==> config.mk <==
export PLATFORM = sky130hd
export DESIGN_NAME = hdrtm_ctl
export DESIGN_NICKNAME = d
export VERILOG_FILES = /design/src/rtl/hdrtm_pkg.sv /design/src/rtl/hdrtm_ctl.sv
export SDC_FILE = /design/constraint.sdc
export NUM_CORES = 1
export LEC_CHECK = 0
export ABC_CLOCK_PERIOD_IN_PS = 1400
export BUFFER_PORTS_ARGS = -buffer_cell sky130_fd_sc_hd__buf_2
export CORE_AREA = 2 2 39 41
export CTS_CLUSTER_SIZE = 20
export DETAILED_ROUTE_END_ITERATION = 7
export DIE_AREA = 0 0 41 43
export GPL_TIMING_DRIVEN = 0
export PLACE_DENSITY = 0.64
export SLEW_MARGIN = 15
export SYNTH_ARGS = -nofsm -noshare
export SYNTH_HDL_FRONTEND = slang
export SYNTH_SLANG_ARGS = --single-unit
==> constraint.sdc <==
create_clock -name clk -period 1.4 [get_ports clk]
set_input_delay 0.21 -clock clk [delete_from_list [all_inputs] [get_ports clk]]
set_output_delay 0.21 -clock clk [all_outputs]
set_load 0.005 [all_outputs]
==> src/rtl/hdrtm_pkg.sv <==
`timescale 1ns / 1ps

package hdrtm_pkg;

	// Field and datapath widths
	localparam int HalfW     = 16;
	localparam int ScaleW    = 20;
	localparam int ProdW     = 31;
	localparam int LinW      = 33;
	localparam int CodeW     = 8;
	localparam int ChanCnt   = 3;
	localparam int CfgIdxW   = 2;
	localparam int SrchSteps = CodeW;
	// two linearize stages, then one stage per search step
	localparam int StageCnt  = 2 + SrchSteps;
	localparam int TabDepth  = 2 ** CodeW;

	// Half-precision exponent of infinity and NaN
	localparam logic [4:0] ExpMax = 5'h1F;

	// Configuration register indexes
	localparam logic [CfgIdxW-1:0] CfgWhiteScale = CfgIdxW'(0);
	localparam logic [CfgIdxW-1:0] CfgByteOrder  = CfgIdxW'(1);

	// Reset values and fixed codes
	localparam logic [ScaleW-1:0] WhiteScaleRst = ScaleW'(65536);
	localparam logic [CodeW-1:0]  AlphaCode     = 8'hFF;
	localparam logic [LinW-1:0]   OneLin        = 33'h1_0000_0000;

	// Last code whose threshold sits on the linear segment
	localparam int LinLastCode = 10;

	// Input pixel transaction
	typedef struct packed {
		logic [HalfW-1:0] red_half;
		logic [HalfW-1:0] green_half;
		logic [HalfW-1:0] blue_half;
		logic             last_pixel;
	} pix_t;

	// Output pixel transaction
	typedef struct packed {
		logic [CodeW-1:0] byte_zero;
		logic [CodeW-1:0] byte_one;
		logic [CodeW-1:0] byte_two;
		logic [CodeW-1:0] byte_three;
		logic             frame_end;
	} res_t;

	// Pipeline control: one shared advance, valid bit per stage
	typedef struct packed {
		logic                adv;
		logic [StageCnt-1:0] valid;
	} pipe_ctl_t;

	typedef logic [TabDepth-1:0][LinW-1:0] thr_tab_t;

	// Rounding thresholds in U0.32 linear light; entry 0 is zero.
	// Linear segment: ceil((2k-1)*5*2^32/32946).
	// Power segment: least V with V^5 * 10761^12 >= (40k+541)^12 * 2^160.
	function automatic thr_tab_t thr_build();
		thr_tab_t     tab;
		logic [335:0] c12;
		logic [335:0] base;
		logic [335:0] rhs;
		logic [335:0] t1;
		logic [335:0] t2;
		logic [335:0] t4;
		logic [335:0] lhs;
		logic [63:0]  num;
		logic [LinW-1:0] lo;
		logic [LinW-1:0] hi;
		logic [LinW-1:0] mid;
		tab = '0;
		c12 = 336'd1;
		for (int i = 0; i < 12; i++) begin
			c12 = c12 * 336'd10761;
		end
		for (int k = 1; k < TabDepth; k++) begin
			if (k <= LinLastCode) begin
				num = (64'(2 * k - 1) * 64'd5) << 32;
				tab[k] = LinW'((num + 64'd32945) / 64'd32946);
			end else begin
				base = 336'd1;
				for (int i = 0; i < 12; i++) begin
					base = base * 336'(40 * k + 541);
				end
				rhs = base << 160;
				lo = '0;
				hi = 33'h0_FFFF_FFFF;
				while (lo < hi) begin
					mid = lo + ((hi - lo) >> 1);
					t1 = 336'(mid);
					t2 = t1 * t1;
					t4 = t2 * t2;
					lhs = t4 * t1 * c12;
					if (lhs >= rhs) begin
						hi = mid;
					end else begin
						lo = mid + 33'd1;
					end
				end
				tab[k] = lo;
			end
		end
		return tab;
	endfunction

	localparam thr_tab_t ThrTable = thr_build();

endpackage

==> src/rtl/hdrtm_ctl.sv <==
`timescale 1ns / 1ps

// Stage valid bits and the shared pipeline advance
module hdrtm_ctl (
	input  logic                  clk,
	input  logic                  arst_n,
	input  logic                  pix_valid,
	input  logic                  sink_ready,
	output logic                  pix_ready,
	output hdrtm_pkg::pipe_ctl_t  ctl
);

	localparam int Last = hdrtm_pkg::StageCnt - 1;

	logic [hdrtm_pkg::StageCnt-1:0] valid_q;
	logic                           adv;

	// move when the output side takes the tail, or the tail is a bubble
	assign adv       = sink_ready || !valid_q[Last];
	assign pix_ready = adv;

	assign ctl.adv   = adv;
	assign ctl.valid = valid_q;

	always_ff @(posedge clk or negedge arst_n) begin
		if (!arst_n) begin
			valid_q <= '0;
		end else if (adv) begin
			valid_q <= {valid_q[Last-1:0], pix_valid};
		end
	end

endmodule

== Yosys cells after proc, flatten, opt, wreduce, memory -nomap -nowiden ==
Cells that the tools add are included.
Word-level totals
  register bits after elaboration: 10
  input port bits: 4
  output and inout port bits: 12
Operators by class
  reduce and logical (&&, ||, !) cells: 2
Operators by type and width (number)
  1-bit zero test: 1
  1-bit logical OR: 1

== Depth between registers and ports, before layout ==
  word-level depth: 2
  mapped depth: 3
  mapped depth without buffers: 2

== Least setup slack after synthesis ==
OpenSTA, ideal clock, no wires.
  path type: register to register
  start: register valid_q[9] (netlist bit)
  end: register valid_q[0] (netlist bit)
  data arrival time: 930 ps
  required time: 1275 ps
  path slack: 345 ps
  cell stages (with the launch flop): 4
  period minus slack after synthesis: 1055 ps
  cells stage by stage: dfrtp_1 > nand2b_4 > buf_6 > mux2_4
Between the ends
  word-level cells in the longest chain between the ends: 2
RTL lines
  start, declared: RTL line hdrtm_ctl.sv:15  | logic [hdrtm_pkg::StageCnt-1:0] valid_q;
  start signal, assigned: RTL line hdrtm_ctl.sv:29  | valid_q <= {valid_q[Last-1:0], pix_valid};
  1-bit zero test: RTL line hdrtm_ctl.sv:19  | assign adv = sink_ready || !valid_q[Last];
  1-bit logical OR: RTL line hdrtm_ctl.sv:19
  net pix_ready: RTL line hdrtm_ctl.sv:9  | output logic pix_ready,
The timed path passes the listed nets, and every way through them passes these cells.
A chain may end at the register's enable or synchronous reset.

==> results.cfg <==
[synth]
synth_compound_area_share_pct = 0
synth_mux_area_share_pct = 31.3
syn_inst = 23
synth_fa_ha_area_share_pct = 0
postSynth.asyncResetShare_pct = 100
synth-simple-area-share_pct = 4.76
yosysTopAreaCellShare_pct = 59.5
synthTopCellsByCount = 10 x dfrtp_1, 8 x mux2_4
synthFlopType = dfrtp_1
ys_ff_latch = 10
synth_nets = 27
syn_area_um2 = 420
synthDistinctLibCells = 7
synth_edf_count = 0
synthTopCellsByArea = dfrtp_1 60%, mux2_4 29%, nand2b_4 3.3%
yosys.area_share.xor_xnor_pct = 0
yosys_warnings = 0
yosys.area.top_type = dfrtp_1
yosysMostFrequentCell = dfrtp_1
synth.avg_cell_area_um2 = 18.3
seq_area_frac_synth_pct = 59.5
synth_top_family_by_area = multiplexers

[cells_and_area]
final_nets = 48
utilization_pct = 39.6
largest_register_ffs = 10
regMostFlops = valid_q
drive_gt1_share_pct = 71.4
n_fill_cell = 138
syn2layout_area_growth_pct = 30.4
reg_top3 = valid_q: 10 flops
diodes = 0
fin_area_um2 = 548

[clocking]
htreeDepth = 1
clock_latency_ps = 250
root_buffer = clkbuf_4
cts_resized = 0
clk_path_buf_depth = 2
cts_sinks = 10
cts_buffers = 3
cts_tree = built
post_cts_buffers = 0
clkSlewWorstSetupHoldPaths_ps = 60

[routing]
vias = 250
post_drt_wl_per_cell_um = 11.3
final_antenna_net_count = 0
routed_wl_um = 658
drc = 0
drt-initial-drc-count = 1
drtPass1Iterations = 4
viasPerCell = 4.31

[critical_path]
worstRegToRegCells = 3
critical_path_class = reg -> out
crit_path_end = ctl[10]
slowest_stage = dfrtp_1
r2r_end = valid_q[7]
worstPathMaxFanout = 11
crit_chain = nand2b_4 > buf_6 > buf_4 > buf_2
r2r-start = valid_q[9]
arrival_ps = 1120
required_ps = 1190
max_stage_delay_ps = 400
ff2ff_setup_slack_ps = 330
crit_start = valid_q[9]
endpoint_kind = output port
critPathLaunchType = register

[floorplanning]
rows = 14
io_pins = 16
fp.dieW_um = 41
dieArea_mm2 = 0.00176
initial_utilization_pct = 30.4
die_h_um = 43
core_mm2 = 0.00138

[timing]
min_period_ps = 1330
hold_viol_final = 0
tightest_slew_ps = 224
final.setup.tns_ps = 0
worst_slack_ps = 73.6
maxSlewViolCount = 0
skew_ps = 1.74
setup_viol = 0
period_share_pct = 94.7
timing.fmax_ghz = 0.754
rsz0062_at_grt = false
relSlewSlack_pct = 85.1

[place]
port_buffers = 15
dp_hpwl_um = 483
place_congestion = 0.601
pre_cts_ws_ps = 329
dpl_cell_area_um2 = 515

[grt]
grt_pass1_wl_mm = 1.08
antenna_found_initial = 0
grt_pass1_vias = 252
grt_start_max_net_pins = 12
grt_util_all_layers_pct = 9.84
grt_overflow_total = 0

[job]
cap_violations = 0

[pwr]
peakVddDrop_uv = 708
power_density_mw_per_mm2 = 2220
power_mw = 1.22
p_leak_nw = 0.287

[status]
outcome = complete, no violations

[hold_path]
hold_path_class = in -> reg
## routing by layer
metal | up-vias | global-route usage (%) | routed length, µm | share of wire (%)
met5 | - | 0 | 0 | 0
met4 | 0 | 10.0 | 0 | 0
met3 | 0 | 3.14 | 40 | 6.1
met2 | 8 | 11.3 | 317 | 48
met1 | 125 | 13.3 | 299 | 45
li1 | 117 | - | - | -
## kinds of logic after synthesis
group | count (synthesis)
flip-flops | 10
multiplexers | 9
AND/OR/NAND/NOR | 2
buffers and inverters | 2
## what timing repair did
| action | CTS | global route |
|---|---|---|
| hold buffers | 1 | 0 |
| endpoints found under the setup margin | 0 | 0 |
| hold endpoints to repair | 10 | 0 |
## critical path, delay by kind of cell, from the launching register on
| kind | cells | cell delay (ps) |
|---|---|---|
| buffers and inverters | 3 | 380 |
| AND/OR/NAND/NOR | 1 | 80 |
| flip-flops | 1 | 400 |
## power breakdown
group	internal, mW	leakage, nW	switching [mW]
Clock	0.0986	0.0138	0.0858
Sequential	0.431	0.116	0.103
Combinational	0.345	0.157	0.156
Total	0.875	0.287	0.344
## placed cells by master (no fill, tap or decap)
cell type       n
dfrtp_1        10
nand2b_1        1
mux2_4          8
buf_2          15
clkbuf_4        3
buf_6           1
nand2b_4        1
buf_4           1
dlygate4sd3_1   1
mux2_2          1
## per-stage QoR
stage               hold WS, ps  instances
floorplan                 -85.6         23
global placement           79.7         54
detailed placement         84.6         54
CTS                         169         58
global route                182         58
finish                      182         58
## worst min-delay path by stage
| stage | start | end | slack [ps] | depth (start not counted) |
|---|---|---|---|---|
| after detailed placement | arst_n | valid_q[5] | 80 | 1 |
| after global placement | arst_n | valid_q[4] | 80 | 1 |
| final | pix_valid | valid_q[0] | 180 | 2 |
| after CTS | pix_valid | valid_q[0] | 170 | 2 |
| after global routing | pix_valid | valid_q[0] | 180 | 2 |
| after floorplan | arst_n | valid_q[0] | -90 | 0 |
## layout make-up
| class | count | area (µm²) | share of cell area, % |
|---|---|---|---|
| plain buffers | 2 | 18.8 | 3.42 |
| clock buffers | 3 | 22.5 | 4.11 |
| multi-input cells | 11 | 151 | 27.6 |
| flip-flops and latches | 10 | 250 | 45.7 |
| well taps | 16 | 20.0 | 3.65 |
| repair buffers | 16 | 85.1 | 15.5 |
(Power assumes the default switching activity.)
