==> config.mk <==
export PLATFORM = sky130hd
export DESIGN_NAME = hdrtm_skid
export DESIGN_NICKNAME = d
export VERILOG_FILES = /design/src/rtl/hdrtm_pkg.sv /design/src/rtl/hdrtm_skid.sv
export SDC_FILE = /design/constraint.sdc
export NUM_CORES = 1
export LEC_CHECK = 0
export BUFFER_PORTS_ARGS = -buffer_cell sky130_fd_sc_hd__clkbuf_2
export CAP_MARGIN = 20
export CORE_ASPECT_RATIO = 0.6
export CORE_MARGIN = 8
export CORE_UTILIZATION = 55
export DETAILED_ROUTE_END_ITERATION = 8
export PLACE_DENSITY = 0.84
export SLEW_MARGIN = 20
export SYNTH_ARGS = -nofsm -noshare
export SYNTH_HDL_FRONTEND = slang
export SYNTH_SLANG_ARGS = --single-unit
==> constraint.sdc <==
create_clock -name clk -period 7.6 [get_ports clk]
set_clock_uncertainty 0.2 [all_clocks]
set_input_delay 1.9 -clock clk [delete_from_list [all_inputs] [get_ports clk]]
set_output_delay 1.9 -clock clk [all_outputs]
set_load 0.02 [all_outputs]
==> src/rtl/hdrtm_pkg.sv <==
`timescale 1ns / 1ps

package hdrtm_pkg;

	// Field and datapath widths
	localparam int HalfW     = 16;
	localparam int ScaleW    = 20;
	localparam int ProdW     = 31;
	localparam int LinW      = 33;
	localparam int CodeW     = 8;
	localparam int ChanCnt   = 3;
	localparam int CfgIdxW   = 2;
	localparam int SrchSteps = CodeW;
	// two linearize stages, then one stage per search step
	localparam int StageCnt  = 2 + SrchSteps;
	localparam int TabDepth  = 2 ** CodeW;

	// Half-precision exponent of infinity and NaN
	localparam logic [4:0] ExpMax = 5'h1F;

	// Configuration register indexes
	localparam logic [CfgIdxW-1:0] CfgWhiteScale = CfgIdxW'(0);
	localparam logic [CfgIdxW-1:0] CfgByteOrder  = CfgIdxW'(1);

	// Reset values and fixed codes
	localparam logic [ScaleW-1:0] WhiteScaleRst = ScaleW'(65536);
	localparam logic [CodeW-1:0]  AlphaCode     = 8'hFF;
	localparam logic [LinW-1:0]   OneLin        = 33'h1_0000_0000;

	// Last code whose threshold sits on the linear segment
	localparam int LinLastCode = 10;

	// Input pixel transaction
	typedef struct packed {
		logic [HalfW-1:0] red_half;
		logic [HalfW-1:0] green_half;
		logic [HalfW-1:0] blue_half;
		logic             last_pixel;
	} pix_t;

	// Output pixel transaction
	typedef struct packed {
		logic [CodeW-1:0] byte_zero;
		logic [CodeW-1:0] byte_one;
		logic [CodeW-1:0] byte_two;
		logic [CodeW-1:0] byte_three;
		logic             frame_end;
	} res_t;

	// Pipeline control: one shared advance, valid bit per stage
	typedef struct packed {
		logic                adv;
		logic [StageCnt-1:0] valid;
	} pipe_ctl_t;

	typedef logic [TabDepth-1:0][LinW-1:0] thr_tab_t;

	// Rounding thresholds in U0.32 linear light; entry 0 is zero.
	// Linear segment: ceil((2k-1)*5*2^32/32946).
	// Power segment: least V with V^5 * 10761^12 >= (40k+541)^12 * 2^160.
	function automatic thr_tab_t thr_build();
		thr_tab_t     tab;
		logic [335:0] c12;
		logic [335:0] base;
		logic [335:0] rhs;
		logic [335:0] t1;
		logic [335:0] t2;
		logic [335:0] t4;
		logic [335:0] lhs;
		logic [63:0]  num;
		logic [LinW-1:0] lo;
		logic [LinW-1:0] hi;
		logic [LinW-1:0] mid;
		tab = '0;
		c12 = 336'd1;
		for (int i = 0; i < 12; i++) begin
			c12 = c12 * 336'd10761;
		end
		for (int k = 1; k < TabDepth; k++) begin
			if (k <= LinLastCode) begin
				num = (64'(2 * k - 1) * 64'd5) << 32;
				tab[k] = LinW'((num + 64'd32945) / 64'd32946);
			end else begin
				base = 336'd1;
				for (int i = 0; i < 12; i++) begin
					base = base * 336'(40 * k + 541);
				end
				rhs = base << 160;
				lo = '0;
				hi = 33'h0_FFFF_FFFF;
				while (lo < hi) begin
					mid = lo + ((hi - lo) >> 1);
					t1 = 336'(mid);
					t2 = t1 * t1;
					t4 = t2 * t2;
					lhs = t4 * t1 * c12;
					if (lhs >= rhs) begin
						hi = mid;
					end else begin
						lo = mid + 33'd1;
					end
				end
				tab[k] = lo;
			end
		end
		return tab;
	endfunction

	localparam thr_tab_t ThrTable = thr_build();

endpackage

==> src/rtl/hdrtm_skid.sv <==
`timescale 1ns / 1ps

// Two-entry output buffer; ready toward the pipeline is registered
module hdrtm_skid (
	input  logic             clk,
	input  logic             arst_n,
	input  logic             in_valid,
	output logic             in_ready,
	input  hdrtm_pkg::res_t  in_data,
	output logic             res_valid,
	input  logic             res_ready,
	output hdrtm_pkg::res_t  res
);

	logic            out_valid_q;
	hdrtm_pkg::res_t out_data_q;
	logic            spare_valid_q;
	hdrtm_pkg::res_t spare_data_q;
	logic            push;
	logic            pop;

	assign in_ready  = !spare_valid_q;
	assign res_valid = out_valid_q;
	assign res       = out_data_q;
	assign push      = in_valid && in_ready;
	assign pop       = out_valid_q && res_ready;

	// Valid flags
	always_ff @(posedge clk or negedge arst_n) begin
		if (!arst_n) begin
			out_valid_q   <= 1'b0;
			spare_valid_q <= 1'b0;
		end else if (spare_valid_q) begin
			if (pop) begin
				spare_valid_q <= 1'b0;
			end
		end else if (push) begin
			if (out_valid_q && !pop) begin
				spare_valid_q <= 1'b1;
			end
			out_valid_q <= 1'b1;
		end else if (pop) begin
			out_valid_q <= 1'b0;
		end
	end

	// Payload
	always_ff @(posedge clk) begin
		if (spare_valid_q) begin
			if (pop) begin
				out_data_q <= spare_data_q;
			end
		end else if (push) begin
			if (out_valid_q && !pop) begin
				spare_data_q <= in_data;
			end else begin
				out_data_q <= in_data;
			end
		end
	end

endmodule

==> Yosys cells after proc, flatten, opt, wreduce, memory -nomap -nowiden <==
Cells that the tools add are included.
{ "op_classes": {"n_reduce_logical": 10, "bitwise": 1, "n_eq_ne": 2, "n_mux": 10} }
{ "op_table": {"columns": ["op", "n"], "rows": [
  ["$mux W33", 4],
  ["$mux W1", 6],
  ["$reduce_and A3 Y1", 2],
  ["$reduce_bool A2 Y1", 2],
  ["$logic_and A1 B1 Y1", 3],
  ["$logic_not A1 Y1", 2],
  ["$ne A2 B1 Y1 const B", 1],
  ["$ne A2 B2 Y1 const B", 1],
  ["$reduce_and A2 Y1", 1],
  ["$not A1 Y1", 1]
]} }
{ "word_totals": {"inputBits": 37, "out_inout_bits": 35, "ff_bits": 68, "word_cells": 35} }

==> Longest topological paths before layout <==
{ "logic_depth": {"word_depth": 6, "mapped_depth": 4, "ltp_nobuf": 2} }

==> Least setup slack after synthesis <==
No wires, ideal clock.
{ "synth_path": {"path_kind": "input port to flip-flop", "start": "input in_valid", "end": "register spare_data_q[0] in the netlist's numbering (enable)", "path_buffers": 0, "setup_ps": 465, "stages": 2, "arrival_ps": 4249, "slack_ps": 2686, "path_cell_list": "nand2b_1 nor3_1"} }
{ "synth_between": {"elab_chain_cells": 2} }
{ "synth_lines": {"columns": ["item", "line", "text"], "rows": [
  ["from (decl)", "hdrtm_skid.sv:7", "input logic in_valid,"],
  ["$logic_and A1 B1 Y1", "hdrtm_skid.sv:25", "assign push = in_valid && in_ready;"],
  ["$reduce_and A3 Y1 (no source line)", null, null],
  ["to (signal assigned)", "hdrtm_skid.sv:55", "spare_data_q <= in_data;"],
  ["to (decl)", "hdrtm_skid.sv:18", "hdrtm_pkg::res_t spare_data_q;"]
]} }
No other way between the ends.
A chain may end at the register's enable or synchronous reset.

==> Worst setup path after layout <==
{ "layout_path": {"start": "register spare_valid_q", "end": "output in_ready"} }
{ "layout_between": {"elab_chain_cells": 1} }
{ "layout_lines": {"columns": ["item", "line", "text"], "rows": [
  ["from (decl)", "hdrtm_skid.sv:17", "logic spare_valid_q;"],
  ["from (signal assigned)", "hdrtm_skid.sv:32", "spare_valid_q <= 1'b0;"],
  ["from (signal assigned)", "hdrtm_skid.sv:35", "spare_valid_q <= 1'b0;"],
  ["from (signal assigned)", "hdrtm_skid.sv:39", "spare_valid_q <= 1'b1;"],
  ["$logic_not A1 Y1", "hdrtm_skid.sv:22", "assign in_ready = !spare_valid_q;"],
  ["to (decl)", "hdrtm_skid.sv:8", "output logic in_ready,"]
]} }
No other way between the ends.

==> metrics.md <==
| Metric | Value |
|---|---|
| Post-CTS Hold Buffers | 0 |
| Hold Startpoint | res_valid |
| WP data arrival | between 1.5 and 2 ns |
| Critical-path cell list | inv_1 > clkbuf_2 |
| Core box area | ~4500 um^2 |
| Clock root buffer | clkbuf_8 |
| Largest net degree at the start of global routing | 39 |
| CP delay by family, top | flip-flops |
| Core Util, Final | slightly below 70% |
| Number of gates resized after cts | 0 |
| P&R area growth vs syn | 22.49% |
| Slew Limit Fails | 0 |
| Status | finished clean |
| Setup CP Type | flop to output port |
| Final Hold Vio Count | 0 |
| Remaining Overflow, GRT | 0 |
| Max frequency | roughly 0.27 GHz |
| Crit path buffers/inverters | 2 |
| Reg2Reg Depth | 2 |
| RR Startpoint | spare_valid_q |
| Worst Slack Setup Final | about 4 ns |
| Hpwl dp | around 3200 um |
| Worst vdd ir | ~0.00023 V |
| # placed instances | approximately 250 |
| Hold Path Class | flop to flop |
| Max-Cap Viols | 0 |
| FF+latch count, synth | 68 |
| CTS H-tree depth | 3 |
| Worst slack, placed | around 4 ns |
| Antenna violation net count after detailed routing | 0 |
| Crit-path max cell delay | 0.99 ns |
| Cell depth of the worst min-delay path | 1 |
| Worst-path clk slew | ~0.060 ns |
| FF-to-FF setup slack | 4.98 ns |
| Sequential fraction of the synthesis area | approximately four fifths |
| ANT cells | 0 |
| Tightest Pin Transition | 1.009 ns |
| Post-CTS setup buffer count | 0 |
| Mapped cell area | between 2000 and 3000 um^2 |
| Pwr Density | approximately 380 nW/um^2 |
| Worst setup path startpoint | spare_valid_q |
| Register area | between 2000 and 2500 um^2 |
| Syn Inst Count | between 100 and 150 |
| Row cnt | 19 |
| RSZ-0062 raised after global routing | no |
| Routed wire length per instance | about 17 um |
| Drt first pass iters | 4 |
| Most common cell after layout, fill and taps aside | clkbuf_2 |
| Inserted Clock Buffers | 9 |
| Via density | 4.920 |
| First-pass GRT wire length | about 7100 um |
| Io pins | 72 |
| CTS tree | yes |
| Overall power | ~1.2 mW |
| Die Y-Extent | roughly 69 um |
| Critical Path End Type | output port |
| Distinct cell type count of the synthesized netlist | 14 |
| Iteration-0 DRC count of the detailed router | approximately 70 |
| Hold path endpoint | spare_valid_q |
| I/O Buffers | around 70 |
| CP max stage cell | dfrtp_2 |
| GP Congestion | between 0.7 and 0.8 |
| CP Max Fanout | 38 |
| Yosys warns | 0 |
| Setup violations, final | 0 |
| Syn Area/Cell | around 22 um^2 |
| GRT Total Usage | 13.96% |
| Vias in the first global route | approximately 1400 |
| WP data required | roughly 5.5 ns |
| Starting density of the core | a little under three fifths |
| Final wirelength | 4563 um |
| Most frequent cells in the layout | clkbuf_2, edfxtp_1, mux2_4, mux2_2, clkbuf_8 |
| # fillers | around 300 |
| Total Die Area | 7162 um^2 |
| Initial antenna violation count | 0 |
| Post-Route Setup TNS | 0 ns |
| Final min period | 3.714 ns |
| RR Endpoint | res[3] |
| Residual DRC count | 0 |
| Clock sinks | 68 |
| Clk buf depth | 2 |
| Multi-input gate area | between 500 and 600 um^2 |
| Die span in x | 104.1 um |
| Clock latency on the worst-skew pair | about 0.34 ns |
| Post-Layout Cell Count | around 260 |
| Max_slew headroom | 32.48% |
| Final net count | 231 |
| Post-Syn Nets | 152 |
| Startpoint Class | flop |
| P_leak | ~1.2 nW |
| Crit share post-route | approximately half |
| Layout cells sized above 1 | approximately three fifths |
| Vias post-DR | between 1000 and 1500 |
[final cells by class]
class	count	area share (%)
clock buffers	11	4.192
flip-flops and latches	68	64.87
multi-input cells	41	16.05
repair buffers	72	11.58
clock inverters	4	0.5589
well taps	63	2.515
inverters	2	0.2395
[cell families (layout without fill, tap and decap cells)]
group / Yosys count / count (layout) / synth area share, %
compound gates: 4 / 4 / 0.9290
flops: 68 / 68 / 79.41
buf+inv: 6 / 89 / 1.809
mux: 33 / 33 / 17.02
simple gates: 4 / 4 / 0.8313
[power breakdown]
| part | leakage, nW | switching [mW] | internal [mW] |
|---|---|---|---|
| logic | 0.528 | 0.194 | 0.152 |
| clock network | 0.0780 | 0.120 | 0.113 |
| registers | 0.637 | 0.0724 | 0.547 |
| total | 1.24 | 0.387 | 0.813 |
[worst register-to-register path, cell delays in order, from the launching register on]
cell and delay [ns]:
dfrtp_2 0.99, nand2_1 0.22, a2bb2oi_4 0.82
[layer usage]
layer  vias up  track usage (%)  part of all wire, %
li1        609                -                    -
met3         5            8.998                  7.9
met1       617            15.59                   45
met2        53            20.83                   46
met4         0            6.977                  1.4
met5         -                0                    0
[synthesized netlist by cell type]
library cell	n	area (um^2)
edfxtp_1	66	1982
mux2_4	17	255.2
a21oi_1	2	10.01
o21ai_1	1	5.000
inv_1	2	7.510
nand2_1	1	3.750
dfrtp_1	2	50.05
buf_2	1	5.000
nor2b_1	1	6.260
buf_6	3	33.78
nand2b_1	1	6.260
mux2_2	16	180.2
nor3_1	1	5.000
a2bb2oi_1	1	8.760
[how the worst max path moves through the flow]
stage                       to  slack [ns]  cells after the start
6_report              in_ready        3.89                      2
5_1_grt               in_ready        3.78                      2
4_1_cts               in_ready        3.85                      2
3_5_place_dp            res[5]        4.00                      3
3_3_place_gp            res[5]        4.08                      3
2_1_floorplan  spare_data_q[0]        2.69                      2
[state kept, by name, summed over array words and instances, names as in the netlist]
register       count
res_valid          1
spare_valid_q      1
res               33
spare_data_q      33
[stage by stage]
stage | hold slack [ns] | instance area (um^2)
5_1_grt | 0.3596 | 3134
3_5_place_dp | 0.3308 | 2985
6_report | 0.3460 | 3134
4_1_cts | 0.3420 | 3134
3_3_place_gp | 0.2935 | 2985
2_1_floorplan | 0.3231 | 2559
Power figures use the tool's default switching activity.
