--- config.mk ---
export PLATFORM = sky130hd
export DESIGN_NAME = hdrtm_lin
export DESIGN_NICKNAME = d
export VERILOG_FILES = /design/src/rtl/hdrtm_pkg.sv /design/src/rtl/hdrtm_lin.sv
export SDC_FILE = /design/constraint.sdc
export NUM_CORES = 1
export LEC_CHECK = 0
export ABC_AREA = 1
export BUFFER_PORTS_ARGS = -buffer_cell sky130_fd_sc_hd__buf_2
export CAP_MARGIN = 15
export CORE_ASPECT_RATIO = 1.5
export CORE_UTILIZATION = 62
export CTS_BUF_LIST = sky130_fd_sc_hd__clkbuf_8
export DETAILED_ROUTE_END_ITERATION = 6
export GPL_ROUTABILITY_DRIVEN = 1
export PLACE_DENSITY = 0.81
export SLEW_MARGIN = 5
export SYNTH_ARGS = -nofsm -noshare
export SYNTH_HDL_FRONTEND = slang
export SYNTH_SLANG_ARGS = --single-unit
export TNS_END_PERCENT = 20
--- constraint.sdc ---
create_clock -name clk -period 7.2 [get_ports clk]
set_clock_uncertainty 0.15 [all_clocks]
set_input_delay 0.36 -clock clk [delete_from_list [all_inputs] [get_ports clk]]
set_output_delay 0.36 -clock clk [all_outputs]
set_load 0.02 [all_outputs]
--- src/rtl/hdrtm_pkg.sv ---
`timescale 1ns / 1ps

package hdrtm_pkg;

	// Field and datapath widths
	localparam int HalfW     = 16;
	localparam int ScaleW    = 20;
	localparam int ProdW     = 31;
	localparam int LinW      = 33;
	localparam int CodeW     = 8;
	localparam int ChanCnt   = 3;
	localparam int CfgIdxW   = 2;
	localparam int SrchSteps = CodeW;
	// two linearize stages, then one stage per search step
	localparam int StageCnt  = 2 + SrchSteps;
	localparam int TabDepth  = 2 ** CodeW;

	// Half-precision exponent of infinity and NaN
	localparam logic [4:0] ExpMax = 5'h1F;

	// Configuration register indexes
	localparam logic [CfgIdxW-1:0] CfgWhiteScale = CfgIdxW'(0);
	localparam logic [CfgIdxW-1:0] CfgByteOrder  = CfgIdxW'(1);

	// Reset values and fixed codes
	localparam logic [ScaleW-1:0] WhiteScaleRst = ScaleW'(65536);
	localparam logic [CodeW-1:0]  AlphaCode     = 8'hFF;
	localparam logic [LinW-1:0]   OneLin        = 33'h1_0000_0000;

	// Last code whose threshold sits on the linear segment
	localparam int LinLastCode = 10;

	// Input pixel transaction
	typedef struct packed {
		logic [HalfW-1:0] red_half;
		logic [HalfW-1:0] green_half;
		logic [HalfW-1:0] blue_half;
		logic             last_pixel;
	} pix_t;

	// Output pixel transaction
	typedef struct packed {
		logic [CodeW-1:0] byte_zero;
		logic [CodeW-1:0] byte_one;
		logic [CodeW-1:0] byte_two;
		logic [CodeW-1:0] byte_three;
		logic             frame_end;
	} res_t;

	// Pipeline control: one shared advance, valid bit per stage
	typedef struct packed {
		logic                adv;
		logic [StageCnt-1:0] valid;
	} pipe_ctl_t;

	typedef logic [TabDepth-1:0][LinW-1:0] thr_tab_t;

	// Rounding thresholds in U0.32 linear light; entry 0 is zero.
	// Linear segment: ceil((2k-1)*5*2^32/32946).
	// Power segment: least V with V^5 * 10761^12 >= (40k+541)^12 * 2^160.
	function automatic thr_tab_t thr_build();
		thr_tab_t     tab;
		logic [335:0] c12;
		logic [335:0] base;
		logic [335:0] rhs;
		logic [335:0] t1;
		logic [335:0] t2;
		logic [335:0] t4;
		logic [335:0] lhs;
		logic [63:0]  num;
		logic [LinW-1:0] lo;
		logic [LinW-1:0] hi;
		logic [LinW-1:0] mid;
		tab = '0;
		c12 = 336'd1;
		for (int i = 0; i < 12; i++) begin
			c12 = c12 * 336'd10761;
		end
		for (int k = 1; k < TabDepth; k++) begin
			if (k <= LinLastCode) begin
				num = (64'(2 * k - 1) * 64'd5) << 32;
				tab[k] = LinW'((num + 64'd32945) / 64'd32946);
			end else begin
				base = 336'd1;
				for (int i = 0; i < 12; i++) begin
					base = base * 336'(40 * k + 541);
				end
				rhs = base << 160;
				lo = '0;
				hi = 33'h0_FFFF_FFFF;
				while (lo < hi) begin
					mid = lo + ((hi - lo) >> 1);
					t1 = 336'(mid);
					t2 = t1 * t1;
					t4 = t2 * t2;
					lhs = t4 * t1 * c12;
					if (lhs >= rhs) begin
						hi = mid;
					end else begin
						lo = mid + 33'd1;
					end
				end
				tab[k] = lo;
			end
		end
		return tab;
	endfunction

	localparam thr_tab_t ThrTable = thr_build();

endpackage

--- src/rtl/hdrtm_lin.sv ---
`timescale 1ns / 1ps

// Half decode, white scaling and clip to 1.0 in U1.32 (stages 1 and 2)
module hdrtm_lin (
	input  logic                          clk,
	input  logic                          adv,
	input  logic [hdrtm_pkg::HalfW-1:0]   half,
	input  logic [hdrtm_pkg::ScaleW-1:0]  white_scale,
	output logic [hdrtm_pkg::LinW-1:0]    lin_s2
);

	logic       sign;
	logic [4:0] expo;
	logic [9:0] man;
	logic [10:0] sig;
	logic [4:0] ex_eff;
	logic       kill;
	logic       inf;
	logic [hdrtm_pkg::ProdW-1:0] prod;

	logic [hdrtm_pkg::ProdW-1:0] prod_s1;
	logic [4:0] ex_s1;
	logic       kill_s1;
	logic       inf_s1;

	logic [67:0] wide;
	logic [51:0] scaled;
	logic        over;

	// Stage 1: unpack and multiply by the white scale
	assign sign   = half[15];
	assign expo   = half[14:10];
	assign man    = half[9:0];
	assign sig    = (expo == '0) ? {1'b0, man} : {1'b1, man};
	assign ex_eff = (expo == '0) ? 5'd1 : expo;
	// negatives, NaN, and infinity times zero all map to zero
	assign kill   = sign || ((expo == hdrtm_pkg::ExpMax) && ((man != '0) || (white_scale == '0)));
	assign inf    = (expo == hdrtm_pkg::ExpMax);
	assign prod   = hdrtm_pkg::ProdW'(sig) * hdrtm_pkg::ProdW'(white_scale);

	always_ff @(posedge clk) begin
		if (adv) begin
			prod_s1 <= prod;
			ex_s1   <= ex_eff;
			kill_s1 <= kill;
			inf_s1  <= inf;
		end
	end

	// Stage 2: value = prod * 2^(e-9), floor, saturate above 1.0
	assign wide   = 68'({prod_s1, 8'b0}) << (ex_s1 - 5'd1);
	assign scaled = wide[67:16];
	assign over   = (scaled[51:33] != '0) || (scaled[32] && (scaled[31:0] != '0));

	always_ff @(posedge clk) begin
		if (adv) begin
			if (kill_s1) begin
				lin_s2 <= '0;
			end else if (inf_s1 || over) begin
				lin_s2 <= hdrtm_pkg::OneLin;
			end else begin
				lin_s2 <= scaled[hdrtm_pkg::LinW-1:0];
			end
		end
	end

endmodule

## After elaboration in Yosys (flattened, before gate mapping)

Index checks and enable logic that the tools add are counted.

| storage, ports and cells | value |
|---|---|
| register bits | 71 |
| bits of input ports | 38 |

| cells by class | value |
|---|---|
| $add $sub $neg | 1 |
| multipliers | 1 |
| equal/unequal tests | 1 |
| shift-type cells | 1 |
| muxes and demuxes | 2 |
| reductions and logical operators | 12 |

Operators by type and width:

| kind | count |
|---|---|
| 39-bit by 5-bit left shift with 68-bit output | 1 |
| 33-bit two-way mux | 1 |
| 32-bit nonzero test | 1 |
| 11-bit by 20-bit multiplier with 31-bit output | 1 |
| 20-bit logical NOT | 1 |
| 19-bit nonzero test | 1 |
| 11-bit two-way mux | 1 |
| 10-bit nonzero test | 1 |
| 5-bit equality test (second input constant) | 1 |
| 5-bit logical NOT | 1 |
| 5-bit by 1-bit subtractor with 5-bit output (second input constant) | 1 |
| 1-bit logical OR | 4 |
| 1-bit logical AND | 2 |
| 2-bit OR reduction | 1 |

## Depth between registers and ports, before layout

Gate-level depths: netlist of run 1.

| depth | value |
|---|---|
| word-level depth | 7 |
| depth in mapped cells | 23 |

## Worst setup path after synthesis of run 1

OpenSTA, ideal clock, no wires.

| path | value |
|---|---|
| path kind | input-to-reg |
| from | input port half[2] in the netlist's numbering |
| to | register prod_s1[28] in the netlist's numbering, data pin |
| library setup time | 262 ps |
| arrival time | 5034 ps |
| data required time | 6788 ps |
| path slack | 1754 ps |
| cell stages on the path | 21 |
| buffers on the path | 1 |
| cells stage by stage | clkbuf_1 > nand2_1 > fa_1 > inv_1 > fa_1 > inv_1 > fa_1 > inv_1 > fa_1 > inv_1 > fa_1 > inv_1 > ha_1 > nand2_1 > o21ai_0 > a21oi_1 > o21ai_0 > a21oi_1 > o21ai_0 > a21oi_1 > xor2_1 |

| on the way | value |
|---|---|
| cells in the longest elaborated chain, start to end | 2 |

Ends and longest elaborated chain:

| element | line | RTL |
|---|---|---|
| start: declaration | hdrtm_lin.sv:7 | `input logic [hdrtm_pkg::HalfW-1:0] half,` |
| 11-bit two-way mux | hdrtm_lin.sv:34 | `assign sig = (expo == '0) ? {1'b0, man} : {1'b1, man};` |
| 11-bit by 20-bit multiplier with 31-bit output | hdrtm_lin.sv:39 | `assign prod = hdrtm_pkg::ProdW'(sig) * hdrtm_pkg::ProdW'(white_scale);` |
| net prod, one bit | hdrtm_lin.sv:19 | `logic [hdrtm_pkg::ProdW-1:0] prod;` |
| end signal: assignment | hdrtm_lin.sv:43 | `prod_s1 <= prod;` |
| end: declaration | hdrtm_lin.sv:21 | `logic [hdrtm_pkg::ProdW-1:0] prod_s1;` |

The timed path passes the listed nets, and every way through them passes these cells.
A chain may end at the register's enable or synchronous reset.

## Worst setup path after layout of run 1

| path | value |
|---|---|
| from | input port half[12] in the netlist's numbering |
| to | register prod_s1[24] in the netlist's numbering, data pin |

| on the way | value |
|---|---|
| cells in the longest elaborated chain, start to end | 3 |

Ends and longest elaborated chain:

| element | line |
|---|---|
| 5-bit logical NOT | hdrtm_lin.sv:34 |
| 11-bit two-way mux | hdrtm_lin.sv:34 |
| 11-bit by 20-bit multiplier with 31-bit output | hdrtm_lin.sv:39 |
| net prod, one bit | hdrtm_lin.sv:19 |

The timed path passes the listed nets, and every way through them passes these cells.

==> results.sh, run 1 <==
export IMPL_drtAntennaViolNets=0
export IMPL_clock_latency_ns=0.36
export IMPL_first_global_vias=10384
export IMPL_path_clk_slew_ns=0.07
export IMPL_clockBufferDepth=2
export IMPL_die_h_um=170
export IMPL_worst_pin_slew_ns=0.985
export IMPL_port_buffers=70
export IMPL_ys_seq_area_share_pct=18.2
export IMPL_fin_crit_ns=6.02
export IMPL_ir_worst_vdd_mv=0.245
export IMPL_num_rows=61
export IMPL_cts_setup_buffers=0
export IMPL_ys_types=34
export IMPL_rrSetupSlack_ns=1.75
export IMPL_nets=1857
export IMPL_cts_made_buffers=9
export IMPL_finalCritPeriodShare_pct=83.6
export IMPL_synth_most_common_cell="nand2_1"
export IMPL_worstReg2RegStart="ex_s1[0]"
export IMPL_synth_edf_count=71
export IMPL_syn_area_um2=11700
export IMPL_cp_required_ns=7.16
export IMPL_post_layout_nonfiller_instances=1843
export IMPL_gp_congestion=0.962
export IMPL_power_density_nw_per_um2=400
export IMPL_grt_use_total_pct=31.1
export IMPL_hold_path_startpoint="half[14]"
export IMPL_worst_path_max_delay_cell="nand3_1"
export IMPL_dp_cells=1829
export IMPL_wl_per_cell_um=15.4
export IMPL_slew_violations=0
export IMPL_antenna_cells=0
export IMPL_fin_area_um2=12200
export IMPL_worstSetupStartpointType="input pin"
export IMPL_cp_common_cell="fa_1"
export IMPL_remaining_drc_errors=0
export IMPL_final_util_pct=66.1
export IMPL_core_area_um2=18500
export IMPL_synth_top_area_share_pct=27.6
export IMPL_pin_count=71
export IMPL_drtIter0Drc=621
export IMPL_gr_total_overflow=0
export IMPL_wl_mm=28.4
export IMPL_finalSetupViolCount=0
export IMPL_critPathCaptureType="flip-flop"
export IMPL_final_layout_size_suffix_gt1_share_pct=5.91
export IMPL_hold_viol=0
export IMPL_cts_sinks=71
export IMPL_yosys_warnings=0
export IMPL_synth_ff_type="edfxtp_1"
export IMPL_cp_cell_sequence="buf_2, nor3_1, nand3_1, nand2_1, inv_1, fa_1, inv_1, fa_1, fa_1, fa_1, inv_1, fa_1, ha_1, nand2_1, nor2_1, inv_1, o21ai_0, a21boi_0, o21bai_1, a21oi_1, xnor2_1"
export IMPL_routed_via_density=5.52
export IMPL_cts_tree="yes"
export IMPL_num_vias=10179
export IMPL_synthCells=1579
export IMPL_cp_max_fo=21
export IMPL_criticalPathCategory="in -> reg"
export IMPL_die_area_um2=19400
export IMPL_clock_root_buffer="clkbuf_8"
export IMPL_syn_to_final_growth_pct=4.40
export IMPL_r2r_end="lin_s2[7]"
export IMPL_min_path_type="in -> reg"
export IMPL_hold_path_depth=1
export IMPL_p_leak_uw=0.00676
export IMPL_slew_headroom_pct=34.3
export IMPL_hpwl_mm=23.2
export IMPL_antenna_found_initial=0
export IMPL_status="finished clean"
export IMPL_synthArstFlopShare_pct=0
export IMPL_hold_end="ex_s1[4]"
export IMPL_rsz0062_at_grt="no"
export IMPL_post_dp_cell_area_um2=12100
export IMPL_r2r_cells=18
export IMPL_grt_max_degree=72
export IMPL_cts_resized=0
export IMPL_cts_max_level=3
export IMPL_initial_core_util_pct=63.3
export IMPL_synth_area_leader_cell="fa_1"
export IMPL_grt_pass1_wl_mm=47.4
export IMPL_maxCapViolCount=0
export IMPL_synth_nets=1848
export IMPL_netlist_top_cells_area="fa_1 28%, edfxtp_1 18%, nand2_1 15%"
export IMPL_dieWidth_um=114
export IMPL_max_stage_delay_ns=0.66
export IMPL_cp_arrival_ns=5.98
export IMPL_ys_seq_elements=71
export IMPL_tns_ns=0
export IMPL_cts_hold_repair_buffers=0
export IMPL_fmax_ghz=0.166
export IMPL_synthTopCellsByCount="475 x nand2_1, 313 x inv_1, 197 x nand3_1"
export IMPL_first_pass_iters=5
export IMPL_syn_avg_cell_area_um2=7.41
## cells in the final DEF, fill, tap and decap left out, drive strengths merged, types with 2 or more instances in the layout
master	synthesis	routed
nand3b	2	2
o211ai	2	2
a21o	4	4
buf	24	77
xnor2	15	15
nand2	477	477
fa	161	161
ha	70	70
nor3	4	4
xor2	14	14
o21ai	26	26
a21oi	36	36
o21bai	3	3
nor4	10	10
a31oi	5	5
inv	315	315
clkinv	1	4
o2111ai	2	2
nand4	5	5
edfxtp	71	71
nor2	74	74
a21boi	2	2
nand3	197	197
clkbuf	55	9
clkinvlp	0	2
## metrics by stage
stage	worst slack (ns)	hold WS, ns	power (uW)
6_report	1.18	0.0466	4890
5_1_grt	0.900	0.0342	5400
4_1_cts	1.28	0.0395	4840
3_5_place_dp	0.901	0.408	4580
3_3_place_gp	0.966	0.407	4490
2_1_floorplan	1.75	0.322	3730
## power breakdown
| group | internal [uW] | leakage, uW | switching [uW] |
|---|---|---|---|
| sequential | 743 | 0.000724 | 44.7 |
| clock | 118 | 0.0000720 | 140 |
| combinational | 1450 | 0.00597 | 2390 |
| total | 2310 | 0.00676 | 2580 |
## sequential cells by signal (all words and copies together), names as in the netlist
signal	flops
lin_s2	33
prod_s1	31
ex_s1	5
inf_s1	1
kill_s1	1
## logic make-up after synthesis
logic type	Yosys count	synth area share (%)
simple gates	770	27.3
mux	1	0.0856
flops	71	18.2
xor+xnor	29	2.24
buf+inv	395	13.2
compound gates	82	3.89
fa+ha+maj	231	35.1
## worst max path at each step
stage / from / to / slack [ns]
finish: half[12] / prod_s1[24] / 1.18
global route: half[12] / prod_s1[24] / 0.90
CTS: half[12] / prod_s1[24] / 1.28
detailed placement: half[12] / prod_s1[24] / 0.90
global placement: half[12] / prod_s1[24] / 0.97
floorplan: half[2] / prod_s1[28] / 1.75
## per-layer routing
layer,share of wire (%),GRT usage [%]
met5,0,0
met4,5.6,18.8
met3,5.5,3.49
met2,53,58.9
met1,36,32.5
## critical path: cells and delay by family
family                   cells  cell delay, ns
adder cells (fa/ha/maj)      6            2.67
AO/OA/AOI/OAI                4            1.16
buffers and inverters        5            0.32
AND/OR/NAND/NOR              5            1.30
XOR/XNOR                     1            0.14
## final cells by class
type | instances | area (um^2)
clock buffers | 9 | 124
clock inverters | 5 | 27.5
fillers | 1699 | 6260
inverters | 316 | 1190
multi-input cells | 1113 | 8020
flip-flops and latches | 71 | 2130
well taps | 252 | 315
repair buffers | 77 | 403
Note: power is estimated with default switching activity, not from simulation.
==> run 2, diff against run 1 <==
CORE_UTILIZATION = 59   (was 62)
clock period = 4.9 ns   (was 7.2 ns; I/O delays follow)
==> run 2 against run 1 <==
- final cell count rose by 8.0%
- total power rose by 100%
- sequential share of layout area fell by 1.8 points
- critical path depth fell by 1
- highest routed layer unchanged
- critical path type unchanged
- hold slack improved by 0.015 ns
- largest power group unchanged
==> results.sh, run 2 (synthesis results as in run 1) <==
export IMPL_dieWidth_um=117
export IMPL_grt_use_total_pct=31.6
export IMPL_hold_viol=0
export IMPL_nFillCells=1496
export IMPL_drtAntennaViolNets=0
export IMPL_status="finished clean"
export IMPL_cts_max_level=3
export IMPL_p_leak_uw=0.00753
export IMPL_cts_made_buffers=9
export IMPL_worst_path_max_delay_cell="fa_1"
export IMPL_path_clk_slew_ns=0.07
export IMPL_critPathTopFamily="adder cells"
export IMPL_remaining_drc_errors=0
export IMPL_clockBufferDepth=2
export IMPL_slew_violations=0
export IMPL_preCtsSetupSlack_ns=-0.841
export IMPL_first_pass_iters=5
export IMPL_gp_congestion=0.973
export IMPL_first_global_vias=11223
export IMPL_layout_common_cells="468 x nand2_1, 314 x inv_1, 195 x nand3_1"
export IMPL_clock_root_buffer="clkbuf_8"
export IMPL_criticalPathCategory="in -> reg"
export IMPL_fin_crit_ns=4.90
export IMPL_ir_worst_vdd_mv=0.522
export IMPL_nets=1997
export IMPL_final_layout_size_suffix_gt1_share_pct=16.3
export IMPL_holdWs_ns=0.0612
export IMPL_cts_tree="yes"
export IMPL_crit_buf_inv=5
export IMPL_reg_largest_list="lin_s2 x33, prod_s1 x31, ex_s1 x5"
export IMPL_min_path_type="in -> reg"
export IMPL_largest_register_ffs=33
export IMPL_port_buffers=70
export IMPL_final_common_cell="nand2_1"
export IMPL_finalSetupViolCount=0
export IMPL_power_density_nw_per_um2=722
export IMPL_wl_per_cell_um=15.1
export IMPL_fmax_ghz=0.204
export IMPL_drtIter0Drc=619
export IMPL_initial_core_util_pct=60.5
export IMPL_cp_cell_sequence="buf_2, nor3_4, nand3_2, buf_12, nand2_1, inv_1, fa_1, inv_1, fa_1, fa_1, fa_1, inv_1, fa_1, ha_4, nand2_2, nor4_4, nand4_1, nand3_2, a31oi_1, xnor2_1"
export IMPL_grt_max_degree=72
export IMPL_finalCritPeriodShare_pct=99.9
export IMPL_pin_count=71
export IMPL_wl_mm=30.1
export IMPL_num_rows=62
export IMPL_worstSetupStartpointType="input pin"
export IMPL_max_stage_delay_ns=0.50
export IMPL_top_register="lin_s2"
export IMPL_critPathCaptureType="flip-flop"
export IMPL_syn_to_final_growth_pct=16.8
export IMPL_die_area_um2=20400
export IMPL_cp_required_ns=4.86
export IMPL_rsz0062_at_grt="yes"
export IMPL_routed_via_density=5.40
export IMPL_grt_pass1_wl_mm=50.1
export IMPL_die_h_um=174
export IMPL_core_area_um2=19300
export IMPL_hpwl_mm=25.5
export IMPL_clock_latency_ns=0.36
export IMPL_num_vias=10750
export IMPL_maxCapViolCount=0
export IMPL_worst_pin_slew_ns=1.01
export IMPL_cp_max_fo=12
export IMPL_cp_common_cell="fa_1"
export IMPL_finalWorstSetupSlack_ns=0.00276
export IMPL_cp_arrival_ns=4.86
export IMPL_cts_sinks=71
export IMPL_gr_total_overflow=0
export IMPL_antenna_found_initial=1
export IMPL_slew_headroom_pct=32.3
==> run 2: cell count changes in the layout (fill, tap and decap cells not counted), sizes merged <==
cell,before,now
buf,77,215
clkinvlp,2,0
dlygate4sd3,0,2
inv,315,317
bufinv,0,1
clkinv,4,5
diode,0,1
==> run 2: path summary, 6_finish.rpt <==
check / start / endpoint / slack, ns / depth (start not counted)
hold / removal: half[13] / ex_s1[3] / 0.06 / 2
setup / recovery: half[12] / prod_s1[29] / 0.003 / 20
hold reg to reg: inf_s1 / lin_s2[32] / 0.54 / 4
setup reg to reg: ex_s1[0] / lin_s2[7] / 0.89 / 18
==> run 2: timing repair <==
item                                    CTS  global route
hold buffers                              2             0
pin swaps                                 4             7
endpoints found under the setup margin    8            17
setup buffers                             1             1
gates cloned                              0             0
gates resized for setup                  20            36
hold endpoints to repair                  2             0
==> run 2: report_power, final <==
| part | internal, uW | total [uW] | switching, uW | leakage (uW) |
|---|---|---|---|---|
| sequential | 1090 | 1160 | 64.4 | 0.000724 |
| combinational | 3840 | 8270 | 4430 | 0.00670 |
| clock | 227 | 432 | 205 | 0.000103 |
| total | 5160 | 9860 | 4700 | 0.00753 |
==> run 2: per-stage QoR <==
step                      instance area [um^2]  total power, uW  setup TNS [ns]  utilization [%]  instances
after global routing                     13700            10700          -0.890             70.7       1990
after global placement                   13200             8050           -4.20             68.2       1969
after floorplan                          11700             5550         -0.0247                -       1579
after CTS                                13500             9120         -0.0299             69.8       1988
after detailed placement                 13200             8300           -6.98             68.2       1969
final                                    13700             9860               0             70.7       1990
==> run 2: layer usage <==
metal	GRT usage, %	share of wire (%)
met1	32.2	35
met2	60.7	56
met3	3.00	4.3
met4	17.7	5.3
met5	0	0
==> run 2: layout make-up <==
cell class	instances	area (um^2)	share of cell area, %
diodes	1	2.50	0.0183
clock buffers	9	124	0.907
clock inverters	7	56.3	0.412
inverters	316	1190	8.69
multi-input cells	1113	8300	60.8
flip-flops and latches	71	2130	15.6
well taps	256	320	2.35
repair buffers	217	1530	11.2
==> run 2: worst register-to-register path, stage by stage (launching register included) <==
cell	delay, ns
edfxtp_1	0.36
buf_4	0.24
inv_2	0.09
buf_4	0.32
nand4_1	0.14
nand2_1	0.63
buf_4	0.36
nand3_1	0.19
nand2_1	0.12
nand2_1	0.08
nand2_1	0.09
nand2_1	0.05
nor2_1	0.09
nand2_1	0.06
nor2_1	0.17
nand2_1	0.10
nand2_1	0.08
nand2_2	0.30
nor2_1	0.24
==> run 3, diff against run 2 <==
CORE_UTILIZATION = 55   (was 59)
PLACE_DENSITY = 0.76   (was 0.81)
==> run 3 against run 2 <==
- largest power group unchanged
- hold slack lost 0.028 ns
- die area is 7.2% higher
- sequential power about the same
- the flow now finishes with violations (design-rule violations, negative setup slack)
- critical endpoint is now prod_s1[26]
==> results.sh, run 3 (synthesis results as in run 1) <==
export IMPL_syn_to_final_growth_pct=17.0
export IMPL_criticalPathCategory="in -> reg"
export IMPL_die_h_um=181
export IMPL_comb_power_share_pct=84.5
export IMPL_die_area_um2=21900
export IMPL_critPathCaptureType="flip-flop"
export IMPL_clockBufferDepth=2
export IMPL_drtAntennaViolNets=0
export IMPL_max_stage_delay_ns=0.50
export IMPL_largest_register_ffs=33
export IMPL_routed_via_density=5.34
export IMPL_worstSetupStartpointType="input pin"
export IMPL_slew_headroom_pct=42.7
export IMPL_worst_path_max_delay_cell="fa_1"
export IMPL_clock_latency_ns=0.35
export IMPL_gp_congestion=0.977
export IMPL_port_buffers=70
export IMPL_tns_ns=-0.0256
export IMPL_status="finished with violations"
export IMPL_final_layout_size_suffix_gt1_share_pct=16.2
export IMPL_violations="design-rule violations, negative setup slack"
export IMPL_finalWorstSetupSlack_ns=-0.0256
export IMPL_switching_share_pct=47.4
export IMPL_cp_required_ns=4.86
export IMPL_grt_pass1_wl_mm=50.3
export IMPL_power_density_nw_per_um2=746
export IMPL_r2r_cells=18
export IMPL_worst_pin_slew_ns=0.860
export IMPL_final_util_pct=65.5
export IMPL_seq_power_share_pct=11.3
export IMPL_hpwl_mm=25.5
export IMPL_p_leak_uw=0.00756
export IMPL_cp_arrival_ns=4.88
export IMPL_maxCapViolCount=0
export IMPL_top_register="lin_s2"
export IMPL_finalPower_uw=10200
export IMPL_cp_depth=22
export IMPL_pin_count=71
export IMPL_cts_made_buffers=9
export IMPL_finalSetupViolCount=1
export IMPL_first_global_vias=11150
export IMPL_core_area_um2=20900
export IMPL_p_int_uw=5370
export IMPL_wl_per_cell_um=15.0
export IMPL_crit_buf_inv=7
export IMPL_p_switching_uw=4830
export IMPL_dieWidth_um=121
export IMPL_gr_total_overflow=0
export IMPL_num_rows=65
export IMPL_hold_path_depth=2
export IMPL_finalCritPeriodShare_pct=101
export IMPL_cts_tree="yes"
export IMPL_ir_worst_vdd_mv=0.533
export IMPL_slew_violations=0
export IMPL_remaining_drc_errors=3
export IMPL_fmax_ghz=0.203
export IMPL_wl_mm=30.1
export IMPL_reg_largest_list="lin_s2 x33, prod_s1 x31, ex_s1 x5"
export IMPL_holdWs_ns=0.0328
export IMPL_rsz0062_at_grt="yes"
export IMPL_cp_common_cell="fa_1"
export IMPL_path_clk_slew_ns=0.07
export IMPL_clock_root_buffer="clkbuf_8"
export IMPL_cts_sinks=71
export IMPL_min_path_type="in -> reg"
export IMPL_layout_common_cells="469 x nand2_1, 313 x inv_1, 194 x nand3_1"
export IMPL_cts_max_level=3
export IMPL_num_vias=10722
export IMPL_critPathTopFamily="adder cells"
export IMPL_drtIter0Drc=593
export IMPL_fin_crit_ns=4.93
export IMPL_clkPwrFrac_pct=4.2
export IMPL_cp_cell_sequence="buf_2, nor3_2, nand3_2, buf_12, nand2_1, inv_1, fa_1, inv_1, fa_1, fa_1, fa_1, inv_1, fa_1, ha_4, a21oi_1, inv_1, a31oi_1, o21ai_2, a21oi_2, o21ai_2, buf_4, xor2_1"
export IMPL_nets=2001
export IMPL_final_common_cell="nand2_1"
export IMPL_grt_use_total_pct=29.0
export IMPL_hold_viol=0
export IMPL_first_pass_iters=7
export IMPL_preCtsSetupSlack_ns=-0.516
export IMPL_antenna_found_initial=1
export IMPL_cp_max_fo=12
export IMPL_grt_max_degree=72
export IMPL_initial_core_util_pct=55.9
-- run 3: power groups by stage --
stage	Sequential, uW	Clock [uW]	Combinational, uW
floorplan	1170	0	4380
global placement	1160	0	7060
detailed placement	1170	0	7270
CTS	1150	442	7520
global route	1170	465	9460
finish	1150	434	8620
-- run 3: timing repair --
action	in CTS	in global routing
endpoints found under the setup margin	8	17
buffers inserted	0	2
endpoints found under the hold margin	1	0
gates resized for setup	12	42
pin swaps	2	5
hold buffers	1	0
-- run 3: path summary, 6_finish.rpt --
| path | from | endpoint | slack (ns) |
|---|---|---|---|
| worst max-delay path | half[12] | prod_s1[26] | -0.03 |
| worst max register to register | ex_s1[0] | lin_s2[1] | 0.74 |
| worst min-delay path | half[13] | ex_s1[3] | 0.03 |
| worst min register to register | inf_s1 | lin_s2[32] | 0.48 |
-- run 3: routing by layer --
layer	track usage [%]	part of all wire (%)	wire, um	vias up
li1	-	-	-	5136
met1	30.1	36	10800	5107
met2	56.1	55	16600	362
met3	2.18	3.7	1100	117
met4	15.9	5.5	1650	0
met5	0	0	0	-
-- run 3: area by class of cell --
type | count | area (um^2)
flip-flops and latches | 71 | 2130
inverters | 316 | 1190
clock buffers | 9 | 124
well taps | 268 | 335
clock inverters | 7 | 55.1
diodes | 1 | 2.50
fillers | 1806 | 7220
multi-input cells | 1113 | 8320
repair buffers | 221 | 1530
-- run 3: stage by stage --
stage / area (um^2) / std cells
detailed placement: 13200 / 1986
global placement: 13200 / 1986
finish: 13700 / 2006
global route: 13700 / 2006
floorplan: 11700 / 1579
CTS: 13500 / 2003
